**src/hw/rtl/trgbc_pkg.sv**
```systemverilog
`default_nettype none
package trgbc_pkg;

	localparam int VERTEX_W         = 11;
	localparam int MAX_VERTICES_DEF = 1024;
	localparam int QUEUE_DEPTH      = 4;

	localparam logic [1:0] DEG_TARGET = 2'd2;
	localparam logic [1:0] DEG_SAT    = 2'd3;

	// One edge word as the back end sees it; the graph summary rides on the last one.
	typedef struct packed {
		logic [VERTEX_W-1:0] end_a;
		logic [VERTEX_W-1:0] end_b;
		logic                store_a;
		logic                store_b;
		logic                last_edge;
		logic                reject;
	} edge_cmd_t;

endpackage
`default_nettype wire

```
**src/hw/rtl/trgbc_fifo.sv**
```systemverilog
`default_nettype none
module trgbc_fifo #(
	parameter int W     = 8,
	parameter int DEPTH = trgbc_pkg::QUEUE_DEPTH
) (
	input  wire logic         clk,
	input  wire logic         arst_n,
	input  wire logic         push,
	input  wire logic [W-1:0] push_data,
	output logic              full,
	input  wire logic         pop,
	output logic [W-1:0]      pop_data,
	output logic              empty
);
	localparam int PW = (DEPTH > 1) ? $clog2(DEPTH) : 1;
	localparam int CNTW = $clog2(DEPTH + 1);

	logic [W-1:0]    slot_q [DEPTH];
	logic [PW-1:0]   wr_ptr_q;
	logic [PW-1:0]   rd_ptr_q;
	logic [CNTW-1:0] count_q;

	assign full     = (count_q == CNTW'(DEPTH));
	assign empty    = (count_q == '0);
	assign pop_data = slot_q[rd_ptr_q];

	always_ff @(posedge clk) begin
		if (push)
			slot_q[wr_ptr_q] <= push_data;
	end

	always_ff @(posedge clk or negedge arst_n) begin
		if (!arst_n) begin
			wr_ptr_q <= '0;
			rd_ptr_q <= '0;
			count_q  <= '0;
		end else begin
			if (push)
				wr_ptr_q <= (wr_ptr_q == PW'(DEPTH - 1)) ? '0 : wr_ptr_q + PW'(1);
			if (pop)
				rd_ptr_q <= (rd_ptr_q == PW'(DEPTH - 1)) ? '0 : rd_ptr_q + PW'(1);
			if (push && !pop)
				count_q <= count_q + CNTW'(1);
			else if (pop && !push)
				count_q <= count_q - CNTW'(1);
		end
	end
endmodule
`default_nettype wire

```
**config.mk**
```make
export PLATFORM = sky130hd
export DESIGN_NAME = trgbc_fifo
export DESIGN_NICKNAME = d
export VERILOG_FILES = /design/src/hw/rtl/trgbc_pkg.sv /design/src/hw/rtl/trgbc_fifo.sv
export SDC_FILE = /design/constraint.sdc
export NUM_CORES = 1
export LEC_CHECK = 0
export ABC_AREA = 1
export BUFFER_PORTS_ARGS = -buffer_cell sky130_fd_sc_hd__buf_4
export CORE_MARGIN = 8
export CORE_UTILIZATION = 40
export DETAILED_ROUTE_END_ITERATION = 8
export GPL_ROUTABILITY_DRIVEN = 1
export GPL_TIMING_DRIVEN = 0
export SLEW_MARGIN = 20
export SYNTH_ARGS = -nofsm -noshare
export SYNTH_HDL_FRONTEND = slang
export SYNTH_SLANG_ARGS = --single-unit
```
**constraint.sdc**
```tcl
create_clock -name clk -period 2.5 [get_ports clk]
set_input_delay 0.125 -clock clk [delete_from_list [all_inputs] [get_ports clk]]
set_output_delay 0.125 -clock clk [all_outputs]
set_load 0.01 [all_outputs]
```
==> results by group <==
Logic synthesis
  – Parity-gate share of the synthesized area counting xor and xnor cells: 0.514%
  – Simple-gate share of the synthesized area: 9.85%
  – Post-Synthesis Cells: 144
  – Fraction of the mapped netlist area in compound gates: 8.52%
  – Async S/R FF share, synth: 17.9%
  – Proportion of netlist area held by the largest area contributor: 56.4%
  – Count of flip-flops with a built-in enable after synthesis: 32
  – Largest family of logic cells by synthesized area: simple AND/OR/NAND/NOR gates
  – Synth cell count leaders: 38 x nand2_1, 32 x edfxtp_1, 27 x inv_1
  – Adder and majority cell fraction of the synthesized area: 5.58%
  – Total standard cell area after synthesis: 1700 um2
  – Synth area leaders: edfxtp_1 56%, dfrtp_1 10%, nand2_1 8.4%
  – Syn. warnings: 0
  – Portion of netlist area occupied by mux cells: 0%
  – Cell accounting for the most synthesized area: edfxtp_1
  – Post-Syn Nets: 163
  – Most used DFF post-synth: edfxtp_1
  – Cell with the most instances after synthesis: nand2_1
  – Number of register bits inferred by synthesis: 39
  – Part of the Yosys area used for sequential elements: 66.7%
  – Number of unique standard cell types used by synthesis: 17
  – Average cell area after synthesis: 11.8 um2

Pwr
  – Net Switching: 745 uW
  – Internal: 1.61 mW
  – Sequential share of power: 40.0%
  – Worst supply voltage drop on vdd: 0.634 mV
  – Clock network fraction of total power: 25.8%
  – Leakage: 0.926 nW
  – Total chip power: 2.35 mW
  – Switching power share of the total: 31.7%
  – Gate power share: 34.2%
  – Power density relative to cell area: 1140 nW/um2

Critical path
  – Cell-by-cell listing of the critical path: inv_2 > buf_6 > nand2_1 > o211ai_1 > nand2_1 > buf_4
  – Critical path startpoint category: register
  – Critical setup path kind: reg2out
  – Max stage delay on crit path: 0.42 ns
  – Arrival time reported for the critical path endpoint: 1.38 ns
  – Dominant cell type by count on the critical path: nand2_1
  – CP Max Fanout: 10
  – Highest-delay cell along the critical path: dfrtp_1
  – Worst path required time: 2.38 ns
  – Kind of capture point of the worst setup path: primary output

Flow run
  – Number of max-capacitance violations reported: 0

Floorplanning
  – Standard-cell rows: 23
  – Area of the die: 6600 um2
  – Ports: 22
  – Starting density of the core: 42.0%
  – Die height: 81.2 um
  – Placeable core region: 4060 um2
  – Die X-Extent: 81.2 um

Clock network
  – Post-CTS sizing: 0
  – Clock slew at reported path FFs: 0.07 ns
  – Inserted Clock Buffers: 5
  – H-tree Lvls: 2
  – Post-CTS Setup Inserts: 0
  – Clock root buffer master: clkbuf_8
  – Clock tree from TritonCTS: done
  – Latest clock arrival within the worst-skew pair: 0.29 ns
  – Sinks on Clock Net: 39
  – Maximum clock path buffer count: 2

Timing
  – Final sum of negative setup slack: 0 ns
  – Hold violation total from the final report: 0
  – Final min period: 1.51 ns
  – Final setup margin: 0.995 ns
  – Fin Clk Skew: 0.00620 ns
  – Share of the clock period used by the worst path: 60.2%
  – F_max: 664 MHz
  – Final-report setup violation count: 0
  – Unrepaired setup endpoints after global routing: false
  – Worst slew pin tran: 0.389 ns
  – Pins Over Slew Limit: 0
  – Relative max-transition margin: 74.0%

GRT
  – First-pass GRT wire length: 4990 um
  – Grt total ovfl: 0
  – Initial antenna violation count: 0
  – Global Route Usage Sum: 10.5%
  – Via count of the first global-routing pass: 1051
  – Maximum number of pins on one net before global-route repair: 13

Finish
  – Fraction of layout instances using a drive strength above 1: 19.5%
  – Synth-to-Final Area Change: 21.3%
  – Fill cells: 364
  – Count of nets after finishing: 192
  – Post-layout util: 50.9%
  – Count of placed standard cells in the final layout, fillers left out: 224
  – Antenna diode count: 0

Placement
  – Post-Place Cells: 215
  – Final estimated routing congestion in global placement: 0.681
  – IO Port Bufs: 21
  – Worst slack after detailed placement: 1.12 ns
  – Dpl hpwl: 2190 um

Drt
  – Iteration-0 DRC count of the detailed router: 63
  – Drt via density: 4.66
  – Overall routed net length: 3150 um
  – Routed len/inst: 14.1 um
  – ANT nets after route: 0
  – Residual DRC: 0
  – Detailed-route via count: 1044
  – Initial DRT Pass Iterations: 4

Hold path
  – Kind of path behind the tightest hold check: in2reg

Outcome
  – Status: completed
cell families (layout without fill, tap and decap cells):
| logic type | after synthesis | after routing |
|---|---|---|
| XOR/XNOR | 1 | 1 |
| adder cells (fa/ha/maj) | 7 | 7 |
| AO/OA/AOI/OAI | 21 | 21 |
| AND/OR/NAND/NOR | 43 | 43 |
| flip-flops | 39 | 39 |
| buffers and inverters | 33 | 63 |
routing by layer:
| layer | track usage [%] | vias up | routed length (um) |
|---|---|---|---|
| met5 | 0 | - | 0 |
| met2 | 18.4 | 17 | 1630 |
| li1 | - | 534 | - |
| met4 | 5.89 | 0 | 65 |
| met1 | 10.6 | 487 | 1310 |
| met3 | 3.86 | 6 | 145 |
registers in the layout, indices dropped and copies added (netlist names):
name and flops:
wr_ptr_q 2, slot_q 32, rd_ptr_q 2, count_q 3
placed cells by master, fill, tap and decap left out:
master          n
xnor2_1         1
buf_4          22
edfxtp_1       32
nand2_1        38
nand4_1         1
clkbuf_8        5
fa_1            1
nand3_1         1
o211ai_1       16
dfrtp_1         7
ha_1            6
nor3_1          2
inv_1          27
inv_2           2
clkbuf_1        1
o21ai_0         4
a21oi_1         1
bufinv_16       2
buf_6           3
dlygate4sd3_1   1
nor2_1          1
critical path, delay by kind of cell (launching register included):
kind	cells	cell delay (ns)
AO/OA/AOI/OAI	1	0.08
buffers and inverters	3	0.45
flip-flops	1	0.42
AND/OR/NAND/NOR	2	0.14
power by group through the flow:
stage | sequential, mW | combinational [mW] | clock [mW]
global placement | 0.945 | 0.798 | 0
global route | 0.956 | 0.909 | 0.642
CTS | 0.942 | 0.829 | 0.617
floorplan | 0.935 | 0.503 | 0
finish | 0.941 | 0.804 | 0.606
detailed placement | 0.954 | 0.823 | 0
area by class of cell:
type | instances | area (um2) | area share, %
plain buffers | 4 | 41.3 | 2.00
flip-flops and latches | 39 | 1140 | 55.0
clock inverters | 2 | 60.1 | 2.91
clock buffers | 6 | 72.6 | 3.51
multi-input cells | 72 | 417 | 20.2
repair buffers | 22 | 168 | 8.12
inverters | 29 | 109 | 5.27
well taps | 50 | 62.6 | 3.03
through the flow:
step / area [um2] / hold slack [ns]
after detailed placement: 1920 / -0.0585
final: 2070 / 0.0297
after global placement: 1920 / -0.0584
after CTS: 2070 / 0.0205
after floorplan: 1700 / -0.171
after global routing: 2070 / 0.0183
timing repair:
action / CTS / global route
hold buffers: 1 / 0
hold endpoints to repair: 7 / 0
endpoints found under the setup margin: 0 / 0
final timing paths:
kind	slack (ns)	from	cells past startpoint	to
worst max-delay path	0.99	rd_ptr_q[0]	6	pop_data[6]
worst min-delay path	0.03	push_data[1]	1	slot_q[1][1]
worst max register to register	1.16	wr_ptr_q[1]	4	slot_q[0][3]
worst min register to register	0.52	wr_ptr_q[0]	1	wr_ptr_q[0]
max in group asynchronous	2.20	arst_n	2	wr_ptr_q[1]
min in group asynchronous	0.17	arst_n	2	rd_ptr_q[1]
Note: power is estimated with default switching activity, not from simulation.
