### src/hw/rtl/trgbc_pkg.sv
`default_nettype none
package trgbc_pkg;

	localparam int VERTEX_W         = 11;
	localparam int MAX_VERTICES_DEF = 1024;
	localparam int QUEUE_DEPTH      = 4;

	localparam logic [1:0] DEG_TARGET = 2'd2;
	localparam logic [1:0] DEG_SAT    = 2'd3;

	// One edge word as the back end sees it; the graph summary rides on the last one.
	typedef struct packed {
		logic [VERTEX_W-1:0] end_a;
		logic [VERTEX_W-1:0] end_b;
		logic                store_a;
		logic                store_b;
		logic                last_edge;
		logic                reject;
	} edge_cmd_t;

endpackage
`default_nettype wire

### src/hw/rtl/trgbc_edge_if.sv
`default_nettype none
interface trgbc_edge_if;
	logic                          valid;
	logic                          ready;
	logic [trgbc_pkg::VERTEX_W-1:0] end_a;
	logic [trgbc_pkg::VERTEX_W-1:0] end_b;
	logic                          last_edge;

	modport source (output valid, output end_a, output end_b, output last_edge, input ready);
	modport sink (input valid, input end_a, input end_b, input last_edge, output ready);
endinterface
`default_nettype wire

### src/hw/rtl/trgbc_front.sv
`default_nettype none
module trgbc_front #(
	parameter int MAX_VERTICES = trgbc_pkg::MAX_VERTICES_DEF,
	parameter int CW           = $clog2(MAX_VERTICES + 1),
	parameter int IW           = $bits(trgbc_pkg::edge_cmd_t) + 2 * CW
) (
	input  wire logic         clk,
	input  wire logic         arst_n,
	trgbc_edge_if.sink        edges,
	input  wire logic         init_busy,
	input  wire logic         q_full,
	output logic              q_push,
	output logic [IW-1:0]     q_data
);
	localparam int NW = $clog2(MAX_VERTICES + 2);
	localparam int VW = trgbc_pkg::VERTEX_W;

	logic [NW-1:0] cnt_q;
	logic [VW-1:0] big_q;
	logic          zero_q;

	logic [NW-1:0]         cnt_nx;
	logic [VW-1:0]         big_nx;
	logic                  zero_nx;
	logic [31:0]           big_cap;
	logic [31:0]           cnt_cap;
	logic [31:0]           top_w;
	trgbc_pkg::edge_cmd_t  cmd;

	assign edges.ready = !q_full && !init_busy;
	assign q_push      = edges.valid && edges.ready;

	always_comb begin
		cnt_nx  = (32'(cnt_q) <= 32'(MAX_VERTICES)) ? cnt_q + NW'(1) : cnt_q;
		big_nx  = big_q;
		if (edges.end_a > big_nx)
			big_nx = edges.end_a;
		if (edges.end_b > big_nx)
			big_nx = edges.end_b;
		zero_nx = zero_q || (edges.end_a == '0) || (edges.end_b == '0);

		big_cap = (32'(big_nx) > 32'(MAX_VERTICES)) ? 32'(MAX_VERTICES) : 32'(big_nx);
		cnt_cap = (32'(cnt_nx) > 32'(MAX_VERTICES)) ? 32'(MAX_VERTICES) : 32'(cnt_nx);
		top_w   = (big_cap > cnt_cap) ? big_cap : cnt_cap;

		cmd.end_a     = edges.end_a;
		cmd.end_b     = edges.end_b;
		cmd.store_a   = (edges.end_a != '0) && (edges.end_b != '0)
		                && (32'(edges.end_a) <= 32'(MAX_VERTICES));
		cmd.store_b   = (edges.end_a != '0) && (edges.end_b != '0)
		                && (32'(edges.end_b) <= 32'(MAX_VERTICES));
		cmd.last_edge = edges.last_edge;
		cmd.reject    = zero_nx || (32'(cnt_nx) > 32'(MAX_VERTICES))
		                || (32'(big_nx) > 32'(cnt_nx));
		q_data = {cmd, CW'(cnt_nx), CW'(top_w)};
	end

	// Drop the running summary once the last word of a graph is queued.
	always_ff @(posedge clk or negedge arst_n) begin
		if (!arst_n) begin
			cnt_q  <= '0;
			big_q  <= '0;
			zero_q <= 1'b0;
		end else if (q_push) begin
			if (edges.last_edge) begin
				cnt_q  <= '0;
				big_q  <= '0;
				zero_q <= 1'b0;
			end else begin
				cnt_q  <= cnt_nx;
				big_q  <= big_nx;
				zero_q <= zero_nx;
			end
		end
	end
endmodule
`default_nettype wire

### src/flat_wrapper.sv
// flat-port wrapper written by rule: the top's interface ports become plain ports
module trgbc_front_flat 
#(
	parameter int MAX_VERTICES = trgbc_pkg::MAX_VERTICES_DEF,
	parameter int CW           = $clog2(MAX_VERTICES + 1),
	parameter int IW           = $bits(trgbc_pkg::edge_cmd_t) + 2 * CW
)
  (clk, arst_n, init_busy, q_full, q_push, q_data, edges_valid, edges_end_a, edges_end_b, edges_last_edge, edges_ready);
  trgbc_edge_if edges_i ();
  input  wire logic clk;
  input  wire logic arst_n;
  input  wire logic init_busy;
  input  wire logic q_full;
  output logic q_push;
  output logic [IW-1:0] q_data;
  input wire logic [$bits(edges_i.valid)-1:0] edges_valid;
  input wire logic [$bits(edges_i.end_a)-1:0] edges_end_a;
  input wire logic [$bits(edges_i.end_b)-1:0] edges_end_b;
  input wire logic [$bits(edges_i.last_edge)-1:0] edges_last_edge;
  output wire logic [$bits(edges_i.ready)-1:0] edges_ready;
  assign edges_i.valid = edges_valid;
  assign edges_i.end_a = edges_end_a;
  assign edges_i.end_b = edges_end_b;
  assign edges_i.last_edge = edges_last_edge;
  assign edges_ready = edges_i.ready;
  trgbc_front #(.MAX_VERTICES(MAX_VERTICES), .CW(CW), .IW(IW)) u_core (.clk(clk), .arst_n(arst_n), .edges(edges_i), .init_busy(init_busy), .q_full(q_full), .q_push(q_push), .q_data(q_data));
endmodule
### config.mk
export PLATFORM = sky130hd
export DESIGN_NAME = trgbc_front_flat
export DESIGN_NICKNAME = d
export VERILOG_FILES = /design/src/hw/rtl/trgbc_pkg.sv /design/src/hw/rtl/trgbc_edge_if.sv /design/src/hw/rtl/trgbc_front.sv /design/src/flat_wrapper.sv
export SDC_FILE = /design/constraint.sdc
export NUM_CORES = 1
export LEC_CHECK = 0
export BUFFER_PORTS_ARGS = -buffer_cell sky130_fd_sc_hd__buf_2
export CORE_MARGIN = 4
export CORE_UTILIZATION = 46
export CTS_BUF_LIST = sky130_fd_sc_hd__clkbuf_4
export CTS_CLUSTER_SIZE = 12
export DETAILED_ROUTE_END_ITERATION = 8
export PLACE_DENSITY = 0.71
export SYNTH_ARGS = -nofsm -noshare
export SYNTH_HDL_FRONTEND = slang
export SYNTH_SLANG_ARGS = --single-unit
export TNS_END_PERCENT = 1
### constraint.sdc
create_clock -name clk -period 12.55 [get_ports clk]
set_clock_uncertainty 0.15 [all_clocks]
set_input_delay 2.51 -clock clk [delete_from_list [all_inputs] [get_ports clk]]
set_output_delay 2.51 -clock clk [all_outputs]
set_load 0.02 [all_outputs]
==> metrics <==
CTS max path bufs 2; final hold violation count 0; register area share after synthesis 0.195; initial antenna violation count 0; residual DRC count 0; gr ovfl total 0; Yosys Warn Count 0; Num Clock Sinks 23; Routed WL 8240 um; P_leak 0.00168 uW; hold-critical path depth 2; crit path time final 11.55 ns; IO buf count 77; worst endpoint required time 9.89 ns; TritonCTS Buffers 3; final setup vio count 0; Hold EP u_core.zero_q; Top FF cell, synth dfrtp_1; DRT Pass-1 Iters 4; area delta synth->final 9.68%; Clock Pin Slew Worst Setup and Hold Paths 0.13 ns; Synth async-reset ratio 1.00; Critical Path AT 8.89 ns; Vias per Instance 5.84; Vias 2893; vias in the first global route 2691; final-layout fill cell count 625; # rows 28; CP max FO 21; worst reg2reg setup slack 7.80 ns; Root Buffer clkbuf_4; Worst VDD drop 0.203 mV; Die Ht 88.0 um; critical path class primary input to primary output; Highest Clock Rate 86.6 MHz; Final Util 0.533; Syn Nets 444; Hold WC Path Type flip-flop to flip-flop; CTS tree done; clk_lat worst skew 0.32 ns; mean post-synth cell area 7.94 um2; number of synthesized flops with an enable pin 0; share of post-route cells with drive strength above 1 0.219; Total Power 618 uW; Cells after Synth 371; outcome finished, final reports clean; CP startpoint kind primary input; Seq pwr share 0.160; flop and latch count out of synthesis 23; Internal Power 284 uW; Distinct cells, synth 50; Slew @ Worst Pin 1.10 ns; die width 88.0 um; Top Ports 78; number of diodes 0; clock share of power 0.059; cts hold-fix bufs 0; Fin Setup TNS 0 ns; Post-Syn Area 2950 um2; dpl hpwl 6710 um; number of cells on the worst reg-to-reg path 14; pwr dens 191 nW/um2; setup repair bufs after CTS 0; max_cap viols 0; Switching Share 0.541; Reg area 576 um2; CP endpoint kind primary output; final worst path period share 0.920; first-pass GRT wire length 13200 um; Final nets 494; RSZ-0062 raised after global routing no; commonest non-fill, non-tap cell in the layout buf_2; Starting Density 0.486; aggregate global-route resource usage 0.215; most frequent cells in the layout buf_2 (77), ha_1 (45), inv_1 (38), nor2_1 (34), nand2_1 (31); P_sw 334 uW; first-iteration detailed-routing DRC count 163; RePlAce Congestion 0.909; worst r2r dst u_core.big_q[0]; Slew Limit Headroom 0.260; multi-input combinational cell area 2000 um2; Slew Limit Fails 0; largest net degree at the start of global routing 24; htree depth 1; DIE AREA 7750 um2; average routed wire per standard cell 16.6 um; Core Box Area 6060 um2; post-cts resize count 0; combinational power share 0.781; R2R Path Start u_core.big_q[4]; hold path start u_core.zero_q; DRT antenna net count 0
[synth_stat cells, types with 2 or more instances]
library cell / number / area, um2
ha_1: 45 / 563
inv_1: 38 / 143
nor2_1: 34 / 128
nand2_1: 31 / 116
buf_4: 23 / 173
dfrtp_1: 23 / 576
o21ai_0: 23 / 115
a21oi_1: 16 / 80.1
o22ai_1: 12 / 75.1
a21o_1: 11 / 82.6
mux2i_1: 10 / 100
nand4_1: 9 / 56.3
o32ai_1: 9 / 78.8
and3_1: 7 / 43.8
nor4_1: 7 / 43.8
nand3_1: 6 / 30.0
a211oi_1: 5 / 37.5
nand2b_1: 5 / 31.3
xor2_1: 5 / 43.8
clkbuf_1: 4 / 15.0
xnor2_1: 4 / 35.0
a31oi_1: 3 / 18.8
buf_2: 3 / 15.0
nand3b_1: 3 / 22.5
nor2b_1: 3 / 18.8
nor3_1: 3 / 15.0
and2_1: 2 / 12.5
buf_6: 2 / 22.5
mux2_2: 2 / 22.5
mux2_4: 2 / 30.0
o21a_1: 2 / 15.0
[logic make-up (layout without fill, tap and decap cells)]
family / count (synthesis) / in the layout / share of synthesized area
AND/OR/NAND/NOR: 116 / 116 / 0.194
AO/OA/AOI/OAI: 92 / 92 / 0.214
buffers and inverters: 72 / 121 / 0.127
adder cells (fa/ha/maj): 45 / 45 / 0.191
flip-flops: 23 / 23 / 0.195
multiplexers: 14 / 14 / 0.0518
XOR/XNOR: 9 / 9 / 0.0267
[per-stage QoR]
step / setup WS, ns / cell area [um2] / hold slack [ns] / instances
floorplan: 2.70 / 2950 / 0.342 / 371
global placement: 1.28 / 3200 / 0.364 / 491
detailed placement: 1.10 / 3200 / 0.400 / 491
CTS: 1.10 / 3230 / 0.432 / 495
global route: 0.615 / 3230 / 0.460 / 495
finish: 0.998 / 3230 / 0.428 / 495
[power by group through the flow]
stage | combinational, uW | clock [uW] | sequential, uW
global placement | 470 | 0 | 99.6
global route | 534 | 41.2 | 101
floorplan | 362 | 0 | 96.3
CTS | 481 | 38.4 | 98.4
finish | 482 | 36.5 | 98.9
detailed placement | 479 | 0 | 99.9
[state kept, by name (all words and copies together), names as in the netlist]
signal         cells
u_core.big_q      11
u_core.zero_q      1
u_core.cnt_q      11
[area by class of cell]
cell class,count,area share
multi-input cells,276,0.617
flip-flops and latches,23,0.178
repair buffers,78,0.122
inverters,39,0.0453
well taps,75,0.0290
clock buffers,3,0.00697
clock inverters,1,0.00155
[worst max-delay path by stage]
stage	from	endpoint	slack, ns	cells after the start
finish	edges_end_a[2]	q_data[5]	1.0	25
global route	edges_end_a[6]	q_data[5]	0.61	25
detailed placement	edges_end_a[2]	q_data[2]	1.10	25
floorplan	edges_end_a[2]	q_data[0]	2.70	23
global placement	edges_end_a[2]	q_data[5]	1.28	25
CTS	edges_end_a[2]	q_data[2]	1.10	25
[critical path: stages]
cell and delay (ns):
buf_2 0.13, ha_1 0.33, a21oi_1 0.19, a211oi_2 0.11, a2111oi_4 0.49, nor2_4 0.17
mux2i_1 0.37, ha_1 0.32, a211oi_1 0.21, o21bai_1 0.12, a211oi_1 0.36, a41o_1 0.58
o311a_1 0.28, o21a_1 0.53, nor2_1 0.13, ha_1 0.34, a21o_1 0.16, a21o_1 0.16
a21oi_1 0.13, o21ai_0 0.11, o21ai_0 0.16, buf_4 0.22, nand2_1 0.23, o32ai_1 0.29
buf_2 0.23
[layer usage]
| layer | GRT usage | share of wire | routed length (um) | vias to the layer above |
|---|---|---|---|---|
| met3 | 0.0235 | 0.076 | 630 | 15 |
| met4 | 0.0563 | 0.020 | 163 | 0 |
| met1 | 0.285 | 0.44 | 3600 | 1350 |
| met5 | 0 | 0 | 0 | - |
| met2 | 0.372 | 0.47 | 3850 | 111 |
| li1 | - | - | - | 1417 |
Power figures use the tool's default switching activity.
